File: src/sv/sdt_pkg.sv
// ----------------------------------------------------------------------------
// sdt_pkg
// Shared types for the signed truncating divider: side-band flags that
// travel down the division pipeline next to each operand pair.
// ----------------------------------------------------------------------------
package sdt_pkg;

  typedef struct packed {
    logic neg;   // operand signs differ
    logic zero;  // divisor is zero
  } sdt_flags_t;

endpackage

File: src/sv/signed_divide_truncating_unit.sv
// ----------------------------------------------------------------------------
// signed_divide_truncating_unit
// Pipelined signed divider, quotient truncated toward zero. Saturates the
// most negative dividend over minus one and flags division by zero.
// ----------------------------------------------------------------------------
//  channel  | handshake          | payload
//  ---------+--------------------+-------------------------------------------
//  input    | start, busy        | in_numerator, in_denominator
//  result   | out_valid (strobe) | out_quotient, out_overflow, out_div_by_zero
//
//  One beat enters per cycle while busy is low; its result passes one
//  magnitude stage, WIDTH one-bit division stages and a sign stage.
//  Synchronous active-low reset clears all valid bits; busy is high during
//  reset and low otherwise. The receiver cannot stall, so the pipeline
//  never holds.
// ----------------------------------------------------------------------------
module signed_divide_truncating_unit #(
  parameter int WIDTH = 32
) (
  input  logic                    clk,
  input  logic                    rst_n,
  input  logic                    start,
  output logic                    busy,
  input  logic signed [WIDTH-1:0] in_numerator,
  input  logic signed [WIDTH-1:0] in_denominator,
  output logic                    out_valid,
  output logic signed [WIDTH-1:0] out_quotient,
  output logic                    out_overflow,
  output logic                    out_div_by_zero
);

  localparam int Latency = WIDTH + 2;

  logic                busy_r;
  logic                accept;
  logic [WIDTH-1:0]    num_u, den_u;
  logic [WIDTH-1:0]    mag_num_nxt, mag_den_nxt;
  sdt_pkg::sdt_flags_t flags_nxt;

  logic                v0_r;
  logic [WIDTH-1:0]    mag_num_r, mag_den_r;
  sdt_pkg::sdt_flags_t flags0_r;

  logic                v_w     [WIDTH+1];
  logic [WIDTH-1:0]    rem_w   [WIDTH+1];
  logic [WIDTH-1:0]    nq_w    [WIDTH+1];
  logic [WIDTH-1:0]    dvs_w   [WIDTH+1];
  sdt_pkg::sdt_flags_t flags_w [WIDTH+1];

  logic                out_valid_r;
  logic [WIDTH-1:0]    out_quot_r, out_quot_nxt;
  logic                out_ovf_r, out_ovf_nxt;
  logic                out_dbz_r, out_dbz_nxt;
  logic [WIDTH-1:0]    q_fin;
  sdt_pkg::sdt_flags_t f_fin;

  assign accept = start && !busy_r;

  always_ff @(posedge clk) begin
    if (!rst_n) begin
      busy_r <= 1'b1;
    end else begin
      busy_r <= 1'b0;
    end
  end

  // magnitudes and sign/zero flags
  always_comb begin
    num_u          = WIDTH'(in_numerator);
    den_u          = WIDTH'(in_denominator);
    mag_num_nxt    = num_u[WIDTH-1] ? ({WIDTH{1'b0}} - num_u) : num_u;
    mag_den_nxt    = den_u[WIDTH-1] ? ({WIDTH{1'b0}} - den_u) : den_u;
    flags_nxt.neg  = num_u[WIDTH-1] ^ den_u[WIDTH-1];
    flags_nxt.zero = (den_u == {WIDTH{1'b0}});
  end

  always_ff @(posedge clk) begin
    if (!rst_n) begin
      v0_r <= 1'b0;
    end else begin
      v0_r <= accept;
    end
  end

  always_ff @(posedge clk) begin
    mag_num_r <= mag_num_nxt;
    mag_den_r <= mag_den_nxt;
    flags0_r  <= flags_nxt;
  end

  assign v_w[0]     = v0_r;
  assign rem_w[0]   = {WIDTH{1'b0}};
  assign nq_w[0]    = mag_num_r;
  assign dvs_w[0]   = mag_den_r;
  assign flags_w[0] = flags0_r;

  for (genvar k = 0; k < WIDTH; k++) begin : g_step
    sdt_stage #(.WIDTH(WIDTH)) u_stage (
      .clk     (clk),
      .rst_n   (rst_n),
      .valid_i (v_w[k]),
      .rem_i   (rem_w[k]),
      .nq_i    (nq_w[k]),
      .dvs_i   (dvs_w[k]),
      .flags_i (flags_w[k]),
      .valid_o (v_w[k+1]),
      .rem_o   (rem_w[k+1]),
      .nq_o    (nq_w[k+1]),
      .dvs_o   (dvs_w[k+1]),
      .flags_o (flags_w[k+1])
    );
  end

  // sign fix, saturation and divide-by-zero
  always_comb begin
    q_fin        = nq_w[WIDTH];
    f_fin        = flags_w[WIDTH];
    out_ovf_nxt  = 1'b0;
    out_dbz_nxt  = 1'b0;
    if (f_fin.zero) begin
      out_quot_nxt = {WIDTH{1'b0}};
      out_dbz_nxt  = v_w[WIDTH];
    end else if (f_fin.neg) begin
      out_quot_nxt = {WIDTH{1'b0}} - q_fin;
    end else if (q_fin[WIDTH-1]) begin
      out_quot_nxt = {1'b0, {(WIDTH-1){1'b1}}};
      out_ovf_nxt  = v_w[WIDTH];
    end else begin
      out_quot_nxt = q_fin;
    end
  end

  always_ff @(posedge clk) begin
    if (!rst_n) begin
      out_valid_r <= 1'b0;
      out_ovf_r   <= 1'b0;
      out_dbz_r   <= 1'b0;
    end else begin
      out_valid_r <= v_w[WIDTH];
      out_ovf_r   <= out_ovf_nxt;
      out_dbz_r   <= out_dbz_nxt;
    end
  end

  always_ff @(posedge clk) begin
    out_quot_r <= out_quot_nxt;
  end

  assign busy            = busy_r;
  assign out_valid       = out_valid_r;
  assign out_quotient    = signed'(out_quot_r);
  assign out_overflow    = out_ovf_r;
  assign out_div_by_zero = out_dbz_r;

`ifndef ASSERT_OFF
  a_latency: assert property (@(posedge clk) disable iff (!rst_n)
    out_valid |-> $past(start && !busy, Latency))
    else $error("result strobe without matching input beat");

  a_flags_valid: assert property (@(posedge clk) disable iff (!rst_n)
    (out_overflow || out_div_by_zero) |-> out_valid)
    else $error("status flag raised without a result");

  a_flags_excl: assert property (@(posedge clk) disable iff (!rst_n)
    !(out_overflow && out_div_by_zero))
    else $error("overflow and divide-by-zero raised together");

  a_sat_value: assert property (@(posedge clk) disable iff (!rst_n)
    out_overflow |-> (out_quot_r == {1'b0, {(WIDTH-1){1'b1}}}))
    else $error("overflow without saturated quotient");
`endif

endmodule

File: src/sv/sdt_stage.sv
// ----------------------------------------------------------------------------
// sdt_stage
// One registered step of restoring division on magnitudes. Shift the top
// dividend bit into the partial remainder, trial-subtract the divisor and
// shift the resulting quotient bit into the low end of the dividend word.
// ----------------------------------------------------------------------------
module sdt_stage #(
  parameter int WIDTH = 32
) (
  input  logic               clk,
  input  logic               rst_n,
  input  logic               valid_i,
  input  logic [WIDTH-1:0]   rem_i,
  input  logic [WIDTH-1:0]   nq_i,
  input  logic [WIDTH-1:0]   dvs_i,
  input  sdt_pkg::sdt_flags_t flags_i,
  output logic               valid_o,
  output logic [WIDTH-1:0]   rem_o,
  output logic [WIDTH-1:0]   nq_o,
  output logic [WIDTH-1:0]   dvs_o,
  output sdt_pkg::sdt_flags_t flags_o
);

  logic                valid_r;
  logic [WIDTH-1:0]    rem_r, rem_nxt;
  logic [WIDTH-1:0]    nq_r, nq_nxt;
  logic [WIDTH-1:0]    dvs_r;
  sdt_pkg::sdt_flags_t flags_r;
  logic [WIDTH-1:0]    rem_sh;
  logic                fits;

  always_comb begin
    rem_sh  = {rem_i[WIDTH-2:0], nq_i[WIDTH-1]};
    fits    = (rem_sh >= dvs_i);
    rem_nxt = fits ? (rem_sh - dvs_i) : rem_sh;
    nq_nxt  = {nq_i[WIDTH-2:0], fits};
  end

  always_ff @(posedge clk) begin
    if (!rst_n) begin
      valid_r <= 1'b0;
    end else begin
      valid_r <= valid_i;
    end
  end

  always_ff @(posedge clk) begin
    rem_r   <= rem_nxt;
    nq_r    <= nq_nxt;
    dvs_r   <= dvs_i;
    flags_r <= flags_i;
  end

  assign valid_o = valid_r;
  assign rem_o   = rem_r;
  assign nq_o    = nq_r;
  assign dvs_o   = dvs_r;
  assign flags_o = flags_r;

endmodule
File: config.mk
export PLATFORM = sky130hd
export DESIGN_NAME = signed_divide_truncating_unit
export DESIGN_NICKNAME = d
export VERILOG_FILES = /design/src/sv/sdt_pkg.sv /design/src/sv/signed_divide_truncating_unit.sv /design/src/sv/sdt_stage.sv
export SDC_FILE = /design/constraint.sdc
export NUM_CORES = 2
export LEC_CHECK = 0
export BUFFER_PORTS_ARGS = -buffer_cell sky130_fd_sc_hd__buf_2
export CAP_MARGIN = 30
export CELL_PAD_IN_SITES_DETAIL_PLACEMENT = 0
export CELL_PAD_IN_SITES_GLOBAL_PLACEMENT = 1
export CORE_AREA = 2 2 480 482
export CTS_BUF_LIST = sky130_fd_sc_hd__clkbuf_4
export CTS_CLUSTER_DIAMETER = 120
export DETAILED_ROUTE_END_ITERATION = 6
export DIE_AREA = 0 0 482 484
export HOLD_SLACK_MARGIN = 0.02
export PLACE_DENSITY = 0.91
export SLEW_MARGIN = 10
export SYNTH_ARGS = -nofsm -noshare
export SYNTH_HDL_FRONTEND = slang
export SYNTH_SLANG_ARGS = --single-unit
File: constraint.sdc
create_clock -name clk -period 6.2 [get_ports clk]
set_input_delay 0.93 -clock clk [delete_from_list [all_inputs] [get_ports clk]]
set_output_delay 0.93 -clock clk [all_outputs]
set_load 0.01 [all_outputs]
==> flow_metrics.py <==
metrics = {
    "synth": {
        "ys_async_sr_fraction_pct": 0,
        "synth-simple-area-share_pct": 9.43,
        "synth_compound_area_share_pct": 16.1,
        "synth_cells": 12819,
        "synthAdderAreaFrac_pct": 10.3,
        "ys_warn_count": 0,
        "synth_nets": 13913,
        "synth_flop_cell": "dfxtp_1",
        "synth_edf_count": 0,
        "synthXorXnorAreaFrac_pct": 5.98,
        "synth_area_leader_cell": "dfxtp_1",
        "synth-seq-area-share_pct": 50.1,
        "netlist_area_sq_mm": 0.127,
        "yosysTopAreaCellShare_pct": 50.1,
        "synthMuxAreaShare_pct": 3.49,
        "synth_seq_cells": 3176,
        "synth_area_per_cell_sq_um": 9.90,
        "synth_area_leaders": "dfxtp_1 (50%), ha_1 (9.8%), a21oi_1 (4.2%)",
        "synth_top_family_by_area": "compound AO/OA/AOI/OAI gates",
        "synth_cell_types": 101,
    },
    "min_path": {
        "hp-class": "flip-flop to flip-flop",
    },
    "clock_network": {
        "cts_made_buffers": 783,
        "htreeDepth": 6,
        "clk_pin_slew_ps": 70,
        "cts_buffer_depth": 4,
        "cts_resized": 0,
        "clock_sinks": 3176,
        "clockRootBuffer": "clkbuf_4",
        "cts_tree": "yes",
        "worstSkewPairLatency_ps": 1440,
        "ctsHoldBuffers": 119,
        "post-cts-setup-buffer-count": 0,
    },
    "detailed_routing": {
        "vias_per_cell": 5.39,
        "num_vias": 92634,
        "drcViolationCount": 0,
        "wl_per_cell_microns": 17.5,
        "drt_iter0_drc": 5807,
        "ant_nets": 0,
        "dr.pass1.iters": 6,
        "totalWireLength_microns": 300000,
    },
    "power": {
        "net-switching-power_uw": 17800,
        "switching_share_pct": 32.0,
        "p_int_uw": 37800,
        "pwr-share-clk_pct": 29.8,
        "p_leak_uw": 0.0672,
        "seq_power_share_pct": 43.7,
        "combinationalPowerShare_pct": 26.5,
        "power_uw": 55600,
        "peakVddDrop_v": 0.000243,
        "powerDensity_mw_per_mm2": 393,
    },
    "layout": {
        "nFillCells": 19051,
        "final_common_cell": "dfxtp_1",
        "multi_input_area_sq_mm": 0.0577,
        "layout-drive-gt1-share_pct": 12.8,
        "fin_cells": 17176,
        "final_cell_mix": "dfxtp_1 (3,175), inv_1 (1,247), clkbuf_4 (1,109)",
        "final-seq-area_sq_mm": 0.0636,
        "nNetsFinal": 14684,
        "area_growth_pct": 11.6,
    },
    "setup_path": {
        "cp.required_ps": 7390,
        "ff2ff_setup_slack_ps": 1500,
        "r2r_cells": 14,
        "worstReg2RegEnd": "g_step[14].u_stage.rem_o[30]",
        "crit_start": "g_step[13].u_stage.dvs_o[2]",
        "worst_setup_path_end_kind": "flip-flop",
        "criticalPathCategory": "flip-flop to flip-flop",
        "cp-start-kind": "flip-flop",
        "r2r_start": "g_step[13].u_stage.dvs_o[2]",
        "worstPathArrival_ps": 5890,
        "endpoint": "g_step[14].u_stage.rem_o[30]",
        "critPathMaxFanout": 21,
    },
    "flow_run": {
        "cap_viol_max_count": 0,
    },
    "placement": {
        "dp_hpwl_microns": 226000,
        "place.gp.congestion": 0.962,
        "port_buffers": 102,
        "dp_slack_ps": 1590,
        "dp_cells": 15709,
    },
    "timing": {
        "setup_tns_ps": 0,
        "worstMarginPinSlew_ps": 1110,
        "rsz0062_at_grt": "false",
        "fmax_mhz": 213,
        "period_share_pct": 75.8,
        "drv_slew": 0,
        "fin_ws_ps": 1500,
        "relSlewSlack_pct": 25.3,
        "period_minus_slack_ps": 4700,
        "hold_viol": 0,
        "setup_viol": 0,
        "final.setup_skew_ps": 142,
    },
    "floorplan": {
        "dieArea_sq_mm": 0.233,
        "row_count": 176,
        "dieWidth_microns": 482,
        "die_y_microns": 484,
        "io_pins": 103,
        "core_sq_mm": 0.229,
        "initial_utilization_pct": 55.5,
    },
    "global_routing": {
        "grt_usage_pct": 25.2,
        "grt_max_degree": 63,
        "antenna_found_initial": 17,
        "grt_pass1_wl_microns": 476000,
        "grt_overflow": 0,
        "grt_pass1_vias": 91988,
    },
    "run_status": {
        "status": "finished, final reports clean",
    },
}
## synth_stat cells, drive strengths merged (15+ instances only)
master / instances
a211o: 16
a211oi: 69
a21boi: 63
a21o: 501
a21oi: 1074
a221o: 20
a221oi: 18
a311oi: 26
a31o: 23
a31oi: 116
a41oi: 26
and2: 75
and3: 80
and4: 19
buf: 49
clkbuf: 238
dfxtp: 3176
fa: 30
ha: 997
inv: 1248
mux2: 374
mux2i: 22
nand2: 800
nand2b: 109
nand3: 167
nand4: 154
nor2: 731
nor2b: 135
nor3: 126
nor4: 41
o2111ai: 15
o211ai: 39
o21a: 139
o21ai: 743
o21bai: 120
o31a: 35
o31ai: 79
o41ai: 37
or2: 20
or3: 40
or4: 18
xnor2: 553
xor2: 314
## routing by layer
| layer | global-route usage [%] | part of all wire (%) |
|---|---|---|
| met5 | 0 | 0.026 |
| met4 | 11.6 | 4.0 |
| met3 | 5.60 | 5.9 |
| met2 | 40.1 | 45 |
| met1 | 32.5 | 45 |
## kinds of logic (layout without fill, tap and decap cells)
kind of cell / count (synthesis) / after routing
flip-flops: 3176 / 3176
multiplexers: 396 / 396
adder cells (fa/ha/maj): 1027 / 1027
AO/OA/AOI/OAI: 3268 / 3268
XOR/XNOR: 867 / 867
buffers and inverters: 1535 / 2855
AND/OR/NAND/NOR: 2550 / 2550
other: 0 / 11
## per-stage QoR
step | hold slack (ps) | area [sq um] | utilization, %
5_1_grt | 150 | 142000 | 61.9
2_1_floorplan | 310 | 127000 | -
4_1_cts | 26.0 | 141000 | 61.9
3_3_place_gp | 310 | 131000 | 57.2
3_5_place_dp | 312 | 131000 | 57.2
6_report | 243 | 142000 | 61.9
## worst min-delay path by stage
stage                                             from                            to  cells after the start
after global routing                 in_denominator[0]                  mag_den_r[0]                      2
after detailed placement    g_step[9].u_stage.nq_o[16]   g_step[10].u_stage.nq_o[17]                      0
after CTS                            in_denominator[0]                  mag_den_r[0]                      2
final                       g_step[9].u_stage.nq_o[23]   g_step[10].u_stage.nq_o[24]                      0
after global placement    g_step[0].u_stage.flags_o[0]  g_step[1].u_stage.flags_o[0]                      0
after floorplan                            flags0_r[0]  g_step[0].u_stage.flags_o[0]                      0
## critical path: stages, from the launching register on
cell	delay, ps
dfxtp_1	380
inv_1	70
ha_1	350
nor2b_1	160
o31a_1	270
o41ai_1	320
o21ai_1	160
o41ai_2	500
o31a_1	270
o21ai_0	200
nand2_1	170
a2111o_1	140
and3_1	680
buf_4	430
mux2_2	380
## sequential cells by signal, indices dropped and copies added (netlist names)
name / flops
out_valid: 1
g_step.u_stage.valid_o: 32
g_step.u_stage.dvs_o: 992
out_quotient: 32
out_div_by_zero: 1
out_overflow: 1
g_step.u_stage.flags_o: 64
flags0_r: 2
busy: 1
g_step.u_stage.rem_o: 961
v0_r: 1
g_step.u_stage.nq_o: 1024
mag_num_r: 32
mag_den_r: 32
## cell type report
cell class / count / area share [%]
Tap cell: 3026 / 2.67
Multi-Input combinational cell: 8108 / 40.8
Inverter: 1248 / 3.31
Clock inverter: 226 / 0.882
Antenna cell: 11 / 0.0194
Clock buffer: 1108 / 5.88
Sequential cell: 3176 / 44.9
Timing Repair Buffer: 273 / 1.55
## power by group through the flow
stage | Sequential, uW | Clock, uW | Combinational, uW
after floorplan | 24000 | 0 | 11400
after global placement | 24700 | 0 | 14000
after detailed placement | 24700 | 0 | 14400
after CTS | 24300 | 17200 | 14600
after global routing | 24500 | 18300 | 16400
final | 24300 | 16600 | 14700
Note: power is estimated with default switching activity, not from simulation.
